### config.mk
export PLATFORM = sky130hd
export DESIGN_NAME = readout_word_stream_decoder_core
export DESIGN_NICKNAME = d
export VERILOG_FILES = /design/src/rtl/core/rwsd_pkg.sv /design/src/rtl/core/rwsd_decode.sv /design/src/rtl/core/readout_word_stream_decoder_core.sv
export SDC_FILE = /design/constraint.sdc
export NUM_CORES = 1
export LEC_CHECK = 0
export BUFFER_PORTS_ARGS = -buffer_cell sky130_fd_sc_hd__buf_2
export CAP_MARGIN = 40
export CORE_AREA = 2 2 88 124
export CTS_CLUSTER_DIAMETER = 40
export DETAILED_ROUTE_END_ITERATION = 8
export DIE_AREA = 0 0 90 126
export PLACE_DENSITY = 0.89
export SYNTH_ARGS = -nofsm -noshare
export SYNTH_HDL_FRONTEND = slang
export SYNTH_SLANG_ARGS = --single-unit
### constraint.sdc
create_clock -name clock -period 2.7 [get_ports clock]
set_input_delay 0.27 -clock clock [delete_from_list [all_inputs] [get_ports clock]]
set_output_delay 0.27 -clock clock [all_outputs]
set_load 0.005 [all_outputs]
### src/rtl/core/rwsd_pkg.sv
package rwsd_pkg;

   // decoder phase codes
   localparam logic [1:0] PH_PREFIX = 2'd0;
   localparam logic [1:0] PH_HEADER = 2'd1;
   localparam logic [1:0] PH_DATA   = 2'd2;

   // word kind codes
   localparam logic [3:0] KIND_PREFIX     = 4'd0;
   localparam logic [3:0] KIND_HEADER     = 4'd1;
   localparam logic [3:0] KIND_ADC_HIGH   = 4'd2;
   localparam logic [3:0] KIND_ADC_LOW    = 4'd3;
   localparam logic [3:0] KIND_TDC_LEAD   = 4'd4;
   localparam logic [3:0] KIND_TDC_TRAIL  = 4'd5;
   localparam logic [3:0] KIND_SCALER     = 4'd6;
   localparam logic [3:0] KIND_UNKNOWN    = 4'd7;
   localparam logic [3:0] KIND_DATA_ERR   = 4'd8;
   localparam logic [3:0] KIND_HEADER_ERR = 4'd9;

   localparam logic [11:0] THRESHOLD_RESET = 12'hfff;

   typedef struct packed {
      logic [1:0]  phase;
      logic [11:0] words_left;
      logic        odd_record;
      logic        discarding;
   } state_type;

   typedef struct packed {
      logic [3:0]  word_kind;
      logic [6:0]  channel;
      logic [1:0]  plane;
      logic [1:0]  layer;
      logic [3:0]  fiber;
      logic [1:0]  chip;
      logic [13:0] value;
      logic        over_range;
      logic        hit;
      logic [11:0] data_count;
      logic        record_last;
   } result_type;

   typedef struct packed {
      logic [1:0] plane;
      logic       sub;
      logic [3:0] fiber;
   } chmap_type;

   // fiber layout of one 64-channel half
   function automatic chmap_type map_channel(input logic [5:0] c);
      chmap_type  m;
      logic [5:0] f;
      begin
         if (c <= 6'd7) begin
            m.plane = 2'd1; m.sub = 1'b0; f = c;
         end else if (c <= 6'd15) begin
            m.plane = 2'd1; m.sub = 1'b1; f = c - 6'd8;
         end else if (c <= 6'd17) begin
            m.plane = 2'd1; m.sub = 1'b0; f = c - 6'd8;
         end else if (c <= 6'd23) begin
            m.plane = 2'd0; m.sub = 1'b0; f = c - 6'd18;
         end else if (c <= 6'd25) begin
            m.plane = 2'd1; m.sub = 1'b1; f = c - 6'd16;
         end else if (c <= 6'd31) begin
            m.plane = 2'd0; m.sub = 1'b1; f = c - 6'd26;
         end else if (c <= 6'd37) begin
            m.plane = 2'd0; m.sub = 1'b0; f = c - 6'd26;
         end else if (c <= 6'd39) begin
            m.plane = 2'd2; m.sub = 1'b0; f = c - 6'd38;
         end else if (c <= 6'd45) begin
            m.plane = 2'd0; m.sub = 1'b1; f = c - 6'd34;
         end else if (c <= 6'd47) begin
            m.plane = 2'd2; m.sub = 1'b1; f = c - 6'd46;
         end else if (c <= 6'd55) begin
            m.plane = 2'd2; m.sub = 1'b0; f = c - 6'd46;
         end else begin
            m.plane = 2'd2; m.sub = 1'b1; f = c - 6'd54;
         end
         m.fiber = f[3:0];
         return m;
      end
   endfunction

endpackage

### src/rtl/core/rwsd_decode.sv
module rwsd_decode #(
   parameter int PREFIX_WORDS = 2
) (
   input  logic [31:0]            word,
   input  rwsd_pkg::state_type    state,
   input  logic [11:0]            threshold,
   output rwsd_pkg::result_type   result,
   output rwsd_pkg::state_type    state_next
);

   localparam logic [11:0] PREFIX_LEN = 12'(PREFIX_WORDS);
   localparam logic [1:0]  PH_START   = (PREFIX_WORDS == 0) ? rwsd_pkg::PH_HEADER
                                                            : rwsd_pkg::PH_PREFIX;

   logic [27:0]         dec;
   logic                frame_ok;
   logic [6:0]          chan;
   rwsd_pkg::chmap_type cmap;
   logic [3:0]          kind;
   logic [11:0]         left_dec;
   logic [11:0]         left_inc;

   assign dec      = {word[30:24], word[22:16], word[14:8], word[6:0]};
   assign frame_ok = word[31] & ~word[23] & ~word[15] & ~word[7];
   assign chan     = {state.odd_record, dec[18:13]};
   assign cmap     = rwsd_pkg::map_channel(chan[5:0]);
   assign left_dec = state.words_left - 12'd1;
   assign left_inc = state.words_left + 12'd1;

   // data word classes, first match wins
   always_comb begin
      if ({dec[22], dec[21], dec[19]} == 3'b000) begin
         kind = rwsd_pkg::KIND_ADC_HIGH;
      end else if ({dec[22], dec[21], dec[19]} == 3'b001) begin
         kind = rwsd_pkg::KIND_ADC_LOW;
      end else if ({dec[22], dec[21], dec[12]} == 3'b011) begin
         kind = rwsd_pkg::KIND_TDC_LEAD;
      end else if ({dec[22], dec[21], dec[12]} == 3'b010) begin
         kind = rwsd_pkg::KIND_TDC_TRAIL;
      end else if ({dec[22], dec[21]} == 2'b10) begin
         kind = rwsd_pkg::KIND_SCALER;
      end else begin
         kind = rwsd_pkg::KIND_UNKNOWN;
      end
   end

   always_comb begin
      result     = '0;
      state_next = state;
      case (state.phase)
         rwsd_pkg::PH_HEADER: begin
            if (!frame_ok || !dec[27]) begin
               result.word_kind      = rwsd_pkg::KIND_HEADER_ERR;
               state_next.phase      = PH_START;
               state_next.words_left = '0;
               state_next.discarding = 1'b0;
            end else begin
               result.word_kind  = rwsd_pkg::KIND_HEADER;
               result.data_count = dec[11:0];
               if (dec[11:0] == 12'd0) begin
                  result.record_last    = 1'b1;
                  state_next.odd_record = ~state.odd_record;
                  state_next.phase      = PH_START;
                  state_next.words_left = '0;
                  state_next.discarding = 1'b0;
               end else begin
                  state_next.phase      = rwsd_pkg::PH_DATA;
                  state_next.words_left = dec[11:0];
                  state_next.discarding = 1'b0;
               end
            end
         end
         rwsd_pkg::PH_DATA: begin
            if (state.discarding || !frame_ok) begin
               result.word_kind      = rwsd_pkg::KIND_DATA_ERR;
               state_next.discarding = 1'b1;
            end else begin
               result.word_kind = kind;
               result.channel   = chan;
               result.plane     = cmap.plane;
               result.layer     = {state.odd_record, cmap.sub};
               result.fiber     = cmap.fiber;
               result.chip      = chan[6:5];
               if (kind == rwsd_pkg::KIND_ADC_HIGH || kind == rwsd_pkg::KIND_ADC_LOW) begin
                  result.value      = {2'b00, dec[11:0]};
                  result.over_range = dec[12];
                  result.hit        = (kind == rwsd_pkg::KIND_ADC_HIGH) && !dec[12]
                                      && (dec[11:0] > threshold);
               end else if (kind == rwsd_pkg::KIND_TDC_LEAD
                            || kind == rwsd_pkg::KIND_TDC_TRAIL) begin
                  result.value = {2'b00, dec[11:0]};
               end else if (kind == rwsd_pkg::KIND_SCALER) begin
                  result.value = dec[13:0];
               end
            end
            state_next.words_left = left_dec;
            if (left_dec == 12'd0) begin
               result.record_last    = 1'b1;
               state_next.odd_record = ~state.odd_record;
               state_next.phase      = PH_START;
               state_next.discarding = 1'b0;
            end
         end
         default: begin
            // prefix words are counted, not checked
            result.word_kind      = rwsd_pkg::KIND_PREFIX;
            state_next.phase      = rwsd_pkg::PH_PREFIX;
            state_next.words_left = left_inc;
            if (left_inc >= PREFIX_LEN) begin
               state_next.words_left = '0;
               state_next.phase      = rwsd_pkg::PH_HEADER;
            end
         end
      endcase
   end

endmodule

### src/rtl/core/readout_word_stream_decoder_core.sv
// readout word stream decoder
// req channel: one 32-bit big-endian readout word per request on req_raw_word,
//   accepted when req_valid is high and req_stall is low
// rsp channel: exactly one result per request (word kind, channel map, value,
//   hit flag, header data count, end of record), accepted when rsp_valid is
//   high and rsp_stall is low
// path: input register, then decode into the result register (rsp_valid)
// throughput: one request per cycle while the result register is not stalled;
//   the only stored loop is the record state (phase, word count, parity,
//   discard flag), updated in one pass
// stalls: a stalled result holds in the result register while the input
//   register still takes one more request; req_stall rises only when both
//   are full and rsp_stall is high
// reset: synchronous, active high; clears both valid flags, puts the decoder
//   in the prefix phase (header phase when no prefix words are configured),
//   even record parity, and hit_threshold to 4095
// config: hit_threshold at byte address 0 over the apb-style port; the user
//   must write it only while no request is in flight (not enforced here)
module readout_word_stream_decoder_core #(
   parameter int PREFIX_WORDS = 2
) (
   input  logic        clock,
   input  logic        reset,

   input  logic        req_valid,
   output logic        req_stall,
   input  logic [31:0] req_raw_word,

   output logic        rsp_valid,
   input  logic        rsp_stall,
   output logic [3:0]  rsp_word_kind,
   output logic [6:0]  rsp_channel,
   output logic [1:0]  rsp_plane,
   output logic [1:0]  rsp_layer,
   output logic [3:0]  rsp_fiber,
   output logic [1:0]  rsp_chip,
   output logic [13:0] rsp_value,
   output logic        rsp_over_range,
   output logic        rsp_hit,
   output logic [11:0] rsp_data_count,
   output logic        rsp_record_last,

   input  logic        psel,
   input  logic        penable,
   input  logic        pwrite,
   input  logic [2:0]  paddr,
   input  logic [31:0] pwdata,
   output logic [31:0] prdata,
   output logic        pready
);

   localparam logic [1:0] PH_START = (PREFIX_WORDS == 0) ? rwsd_pkg::PH_HEADER
                                                         : rwsd_pkg::PH_PREFIX;

   // input stage
   logic                 in_valid_ff;
   logic [31:0]          in_word_ff;
   // result stage
   logic                 out_valid_ff;
   rwsd_pkg::result_type out_ff;
   // record state and config
   rwsd_pkg::state_type  state_ff;
   rwsd_pkg::state_type  state_in;
   rwsd_pkg::result_type result_in;
   logic [11:0]          threshold_ff;

   logic advance;
   logic req_take;
   logic csr_write;

   // the input stage moves on whenever the result register is free or draining
   assign advance   = !out_valid_ff || !rsp_stall;
   assign req_stall = in_valid_ff && !advance;
   assign req_take  = req_valid && !req_stall;

   assign csr_write = psel && penable && pwrite && pready && (paddr[2] == 1'b0);
   assign pready    = 1'b1;
   assign prdata    = (paddr[2] == 1'b0) ? {20'd0, threshold_ff} : 32'd0;

   rwsd_decode #(
      .PREFIX_WORDS(PREFIX_WORDS)
   ) u_decode (
      .word       (in_word_ff),
      .state      (state_ff),
      .threshold  (threshold_ff),
      .result     (result_in),
      .state_next (state_in)
   );

   // control state
   always_ff @(posedge clock) begin
      if (reset) begin
         in_valid_ff           <= 1'b0;
         out_valid_ff          <= 1'b0;
         state_ff.phase        <= PH_START;
         state_ff.words_left   <= '0;
         state_ff.odd_record   <= 1'b0;
         state_ff.discarding   <= 1'b0;
         threshold_ff          <= rwsd_pkg::THRESHOLD_RESET;
      end else begin
         if (req_take) begin
            in_valid_ff <= 1'b1;
         end else if (advance) begin
            in_valid_ff <= 1'b0;
         end
         if (advance) begin
            out_valid_ff <= in_valid_ff;
         end
         // record state steps once per word entering the result register
         if (advance && in_valid_ff) begin
            state_ff <= state_in;
         end
         if (csr_write) begin
            threshold_ff <= pwdata[11:0];
         end
      end
   end

   // payload registers
   always_ff @(posedge clock) begin
      if (req_take) begin
         in_word_ff <= req_raw_word;
      end
      if (advance && in_valid_ff) begin
         out_ff <= result_in;
      end
   end

   assign rsp_valid       = out_valid_ff;
   assign rsp_word_kind   = out_ff.word_kind;
   assign rsp_channel     = out_ff.channel;
   assign rsp_plane       = out_ff.plane;
   assign rsp_layer       = out_ff.layer;
   assign rsp_fiber       = out_ff.fiber;
   assign rsp_chip        = out_ff.chip;
   assign rsp_value       = out_ff.value;
   assign rsp_over_range  = out_ff.over_range;
   assign rsp_hit         = out_ff.hit;
   assign rsp_data_count  = out_ff.data_count;
   assign rsp_record_last = out_ff.record_last;

   // a hit only comes from an in-range high-gain adc word
   assert property (@(posedge clock) disable iff (reset)
      rsp_valid && rsp_hit |-> rsp_word_kind == rwsd_pkg::KIND_ADC_HIGH && !rsp_over_range)
      else $error("hit flagged on a word that is not an in-range high gain adc");

   // the data phase always has at least one word still due
   assert property (@(posedge clock) disable iff (reset)
      state_ff.phase == rwsd_pkg::PH_DATA |-> state_ff.words_left != 12'd0)
      else $error("data phase with no words left");

   // discarding only lives inside a record's data words
   assert property (@(posedge clock) disable iff (reset)
      state_ff.discarding |-> state_ff.phase == rwsd_pkg::PH_DATA)
      else $error("discard flag set outside the data phase");

   // a header error never closes a record
   assert property (@(posedge clock) disable iff (reset)
      rsp_valid && rsp_word_kind == rwsd_pkg::KIND_HEADER_ERR |-> !rsp_record_last)
      else $error("header error marked as end of record");

   // the record parity only flips when a record end enters the result register
   assert property (@(posedge clock) disable iff (reset)
      state_ff.odd_record != $past(state_ff.odd_record) |-> rsp_valid && rsp_record_last)
      else $error("record parity changed without a record end");

endmodule
======== Word-level counts from Yosys, hierarchy flattened ========
Index checks and enable logic that the tools add are counted.
storage, ports and cells
  bits of input ports ..................... 74
  flip-flop bits (word level) ............. 112
  logic and storage cells ................. 156
  output and inout bits ................... 85
operators by class
  add/sub/neg operators ................... 10
  muxes and demuxes ....................... 50
  reductions and logical operators ........ 34
  equality and inequality tests ........... 15
  bitwise logic cells ..................... 12
  $lt $le $gt $ge ......................... 13
operator list
  kind                                                                number
  2-to-1 mux 4 bit                                                    17
  2-to-1 mux 12 bit                                                   4
  <= comparator 6 bit, second input constant                          5
  2-to-1 mux 14 bit                                                   2
  case mux 14 bit (2 select lines)                                    1
  <= comparator 6 x 5 -> 1 bit, second input constant                 4
  zero test 12 bit                                                    2
  2-to-1 mux 2 bit                                                    9
  2-to-1 mux 13 bit                                                   1
  adder 12 x 1 -> 12 bit, second input constant                       1
  equality test 4 x 3 -> 1 bit, second input constant                 3
  greater-or-equal comparator 12 x 2 -> 1 bit, second input constant  1
  > comparator 12 bit                                                 1
  subtractor 12 x 1 -> 12 bit, second input constant                  1
  subtractor 4 bit, second input constant                             3
  2-to-1 mux 1 bit                                                    10
  2-to-1 mux 3 bit                                                    3
  NOT 1 bit                                                           9
  OR reduction 9 bit                                                  1
  equality test 4 x 2 -> 1 bit, second input constant                 2
  logical AND 1 bit                                                   8
  case mux 4 bit (2 select lines)                                     1
  subtractor 4 x 2 -> 4 bit, second input constant                    2
  subtractor 4 x 3 -> 4 bit, second input constant                    2
  other kinds (23)                                                    41

======== Depth between registers and ports, before layout ========
  depth in word-level cells ............... 12
  gate-level depth with buffers ........... 10
  mapped depth without buffers ............ 8

======== Cells and area by module ========
Synthesis repeated with hierarchy kept, for this count alone.
second synthesis, totals
  cells, all modules ...................... 517
  area, all modules ....................... 5,705.5 sq um
modules (own cells, without submodules)
  module                            cells an instance  sequential area each (sq um)  area each (sq um)  instances
  readout_word_stream_decoder_core  251                3,062.9                       4,013.8            1
  rwsd_decode                       266                0.0                           1,691.6            1

======== Worst setup path before layout ========
OpenSTA, ideal clock, no wires.
  kind .................................... register to register
  start ................................... reg out_valid_ff, in the netlist rsp_valid
  end ..................................... reg state_ff[14] in the netlist's numbering
  required time ........................... 2,583 ps
  setup time .............................. 117 ps
  clock period less this slack ............ 2,524 ps
  data arrival time ....................... 2,407 ps
  path slack .............................. 176 ps
  cell stages (with the launch flop) ...... 7
  path buffers ............................ 0
  path through ............................ dfxtp_1 nand2_1 nand2_1 clkinv_1 nand2_1 a21oi_1 a32o_1
between the ends
  cells in the longest elaborated chain, start to end .. 4
RTL lines
  item                           line                                     source
  start, declared                readout_word_stream_decoder_core.sv:59   logic out_valid_ff;
  start signal, assigned         readout_word_stream_decoder_core.sv:107  out_valid_ff <= in_valid_ff;
  zero test 1 bit                readout_word_stream_decoder_core.sv:72   assign advance = !out_valid_ff || !rsp_stall;
  logical OR 1 bit               readout_word_stream_decoder_core.sv:72
  logical AND 1 bit              readout_word_stream_decoder_core.sv:110  if (advance && in_valid_ff) begin
  AND reduction 2 bit (no line)  n/a
  end signal, assigned           readout_word_stream_decoder_core.sv:111  state_ff <= state_in;
  end, declared                  readout_word_stream_decoder_core.sv:62   rwsd_pkg::state_type state_ff;
Every way passes these cells.
A chain may end at the register's enable or synchronous reset.

======== Final worst setup path ========
  start ................................... reg state_ff[2] in the netlist's numbering
  end ..................................... reg state_ff[1] in the netlist's numbering
between the ends
  cells in the longest elaborated chain, start to end .. 4
RTL lines
  item                              line               source
  subtractor 12 x 1 -> 12 bit       rwsd_decode.sv:27  assign left_dec = state.words_left - 12'd1;
  zero test 12 bit                  rwsd_decode.sv:97  if (left_dec == 12'd0) begin
  != test 2 x 1 -> 1 bit (no line)  n/a
  AND reduction 5 bit (no line)     n/a
Every way passes these cells.

==> flow_summary.yaml <==
synth:
  yosysMostFrequentCell: "edfxtp_1"
  synth-edff-count: 73
  synthTopCellsByArea: "edfxtp_1 42%, dfxtp_1 12%, ha_1 4.8%, buf_4 3.8%, nor2_1 3.8%"
  async_flop_share_pct: 0
  seq_area_frac_synth_pct: 53.90
  yosys.area.top_type: "edfxtp_1"
  yosys_warnings: 0
  syn-cell-area_um2: 5181
  avgSynthCellArea_um2: 10.62
  syn_inst: 488
  synth_seq_cells: 103
  synth.top_cell.area_share_pct: 42.31
  synth_commonest_cells: "73 x edfxtp_1, 52 x nor2_1, 30 x dfxtp_1, 28 x nand2_1, 27 x inv_1"
  yosys_most_used_dff: "edfxtp_1"
  yosysUniqueCellTypes: 66
clock_tree:
  cts_tree: "built"
  clk_path_buf_depth: 2
  insertion_delay_ns: 0.35
  cts_hold_buf: 0
  clk_pin_slew_ns: 0.08
  cts_made_buffers: 9
  clock_sinks: 103
  cts_setup_buffers: 0
  htreeDepth: 3
  cts_root_buffer: "clkbuf_16"
worst_setup_path:
  crit_family: "compound AO/OA/AOI/OAI gates"
  critical-path-max-stage-delay_ns: 0.43
  cp.buffers_inverters: 2
  critPathLaunchType: "flop"
  cp_cell_sequence: "inv_1 > ha_1 > buf_4 > o21bai_1 > a21o_1 > a21oi_1 > o2111ai_2 > a2111oi_4 > mux2_1"
  cp.arrival_ns: 2.81
  critPathMaxFanout: 6
  slowest_stage: "dfxtp_1"
  path_class: "flop to flop"
  end_kind: "flop"
  cp.required_ns: 2.94
floorplanning:
  ios: 159
  die_w_um: 90
  floorplan.rows: 44
  coreArea_um2: 10240
  initial_utilization_pct: 50.60
  die-area_um2: 11340
  die_h_um: 126
power_and_ir_drop:
  leakage_uw: 0.002648
  ir_worst_vdd_v: 0.0003272
  powerDensity_nw_per_um2: 573.5
placed_design:
  dpl.hpwl_um: 9009
  numPortBuffers: 110
  gp_congestion: 0.9364
timing:
  max_slew_margin_pct: 64.88
  rsz0062_at_grt: "false"
  hold_viol_final: 0
  final-setup-viol-count: 0
  maxSlewViolCount: 0
  tightest_slew_ns: 0.5219
  skew_ns: 0.008075
  layout_min_cycle_time_ns: 2.573
  fin_crit_sh_pct: 95.28
  finalSetupTns_ns: 0
  fmax_mhz: 388.7
route:
  drtAntennaViolNets: 0
  drcViolationCount: 0
  routed-via-count: 4090
  dr.first_iter.drc_count: 274
  wirelength_um: 12150
  wl_per_cell_um: 16.47
  via_per_inst: 5.542
  dr.pass1.iters: 5
worst_hold_path:
  min_path_type: "input port to flop"
finish:
  multi_input_area_um2: 2067
  antenna_cells: 0
  layout.nets: 689
  seqCellArea_um2: 2793
  drive_gt1_share_pct: 26.00
  fillCellCount: 835
  area_growth_pct: 18.57
  utilization_pct: 60.00
global_routing:
  grt_pass1_vias: 3835
  grt.total_usage_pct: 21.40
  grt_max_degree: 28
  antenna_found_initial: 0
  grt_pass1_wl_um: 19260
  gr-total-overflow: 0
status:
  status: "finished, final reports clean"
flow_run:
  cap_violations: 0
-- flip-flops by register name (all words and copies together), names as in the netlist --
| name | count |
|---|---|
| in_word_ff | 27 |
| state_ff | 16 |
| rsp_value | 14 |
| rsp_data_count | 12 |
| threshold_ff | 12 |
| rsp_channel | 7 |
| rsp_word_kind | 4 |
| rsp_fiber | 3 |
| rsp_plane | 2 |
| in_valid_ff | 1 |
| rsp_hit | 1 |
| rsp_layer | 1 |
| rsp_over_range | 1 |
| rsp_record_last | 1 |
| rsp_valid | 1 |
-- stage by stage --
step	std cells	hold slack (ns)	power (uW)	instance area [um^2]	worst slack, ns
2_1_floorplan	507	0.3689	2046	5253	0.1756
3_3_place_gp	722	0.4480	2156	5811	0.2793
3_5_place_dp	722	0.4481	2170	5811	0.2082
4_1_cts	738	0.08085	3537	6138	0.1689
5_1_grt	738	0.07980	3641	6143	0.03126
6_report	738	0.08527	3523	6143	0.1275
-- routing by layer --
| layer | global-route usage [%] | wire length (um) |
|---|---|---|
| met1 | 24.86 | 4734 |
| met2 | 37.20 | 6232 |
| met5 | 0 | 0 |
| met4 | 11.04 | 388 |
| met3 | 4.545 | 798 |
-- cell usage in the layout, fill, tap and decap left out, types with 7 or more instances in the layout --
cell	instances
buf_2	110
edfxtp_1	73
nor2_1	52
dfxtp_1	30
nand2_1	28
inv_1	27
and2_1	25
conb_1	21
ha_1	20
nor3_1	18
a21oi_1	18
buf_4	17
and3_1	12
o211ai_1	11
clkbuf_16	9
o21ai_0	8
nand4_1	8
nor4_1	7
a22oi_1	7
a211oi_1	7
-- worst reg2reg max path: stages, from the launching register on --
cell and delay, ns:
dfxtp_1 0.43, inv_1 0.14, ha_1 0.23, buf_4 0.16
o21bai_1 0.16, a21o_1 0.18, a21oi_1 0.20, o2111ai_2 0.20
a2111oi_4 0.40, mux2_1 0.36
-- final cells by class --
cell class	count	share of cell area (%)
inverter	28	1.711
sequential	103	45.46
clock buffer	9	3.666
multi-input combinational	326	33.65
clock inverter	7	1.670
tap	138	2.811
timing repair buffer	127	11.04
-- power breakdown --
group | leakage (uW) | internal (uW) | switching [uW] | total, uW
Combinational | 0.00154 | 145 | 193 | 337
Clock | 0.000160 | 752 | 631 | 1380
Sequential | 0.000953 | 1750 | 49.9 | 1800
-- timing repair --
action / 4_1_cts / 5_1_grt
hold endpoints to repair: 0 / 0
resized for setup: 0 / 1
endpoints found under the setup margin: 0 / 1
-- cells by family (layout without fill, tap and decap cells) --
family / Yosys count / in the layout / synth area share [%]
adder cells (fa/ha/maj): 20 / 20 / 4.830
XOR/XNOR: 9 / 9 / 1.521
other: 2 / 21 / 0.1449
buffers and inverters: 78 / 171 / 7.728
AO/OA/AOI/OAI: 94 / 94 / 13.52
flip-flops: 103 / 103 / 53.90
AND/OR/NAND/NOR: 180 / 180 / 17.94
multiplexers: 2 / 2 / 0.4105
-- final timing paths --
kind | cells after the start | startpoint | end | slack, ns
worst min register to register | 2 | in_valid_ff$_SDFFE_PP0P_ | rsp_valid$_SDFFE_PP0N_ | 0.50
worst max-delay path | 9 | state_ff[2]$_SDFFE_PP0P_ | state_ff[1]$_SDFFE_PP0P_ | 0.13
worst max register to register | 9 | state_ff[2]$_SDFFE_PP0P_ | state_ff[1]$_SDFFE_PP0P_ | 0.13
worst min-delay path | 1 | req_raw_word[6] | in_word_ff[6]$_DFFE_PP_ | 0.09
Power figures use the tool's default switching activity.
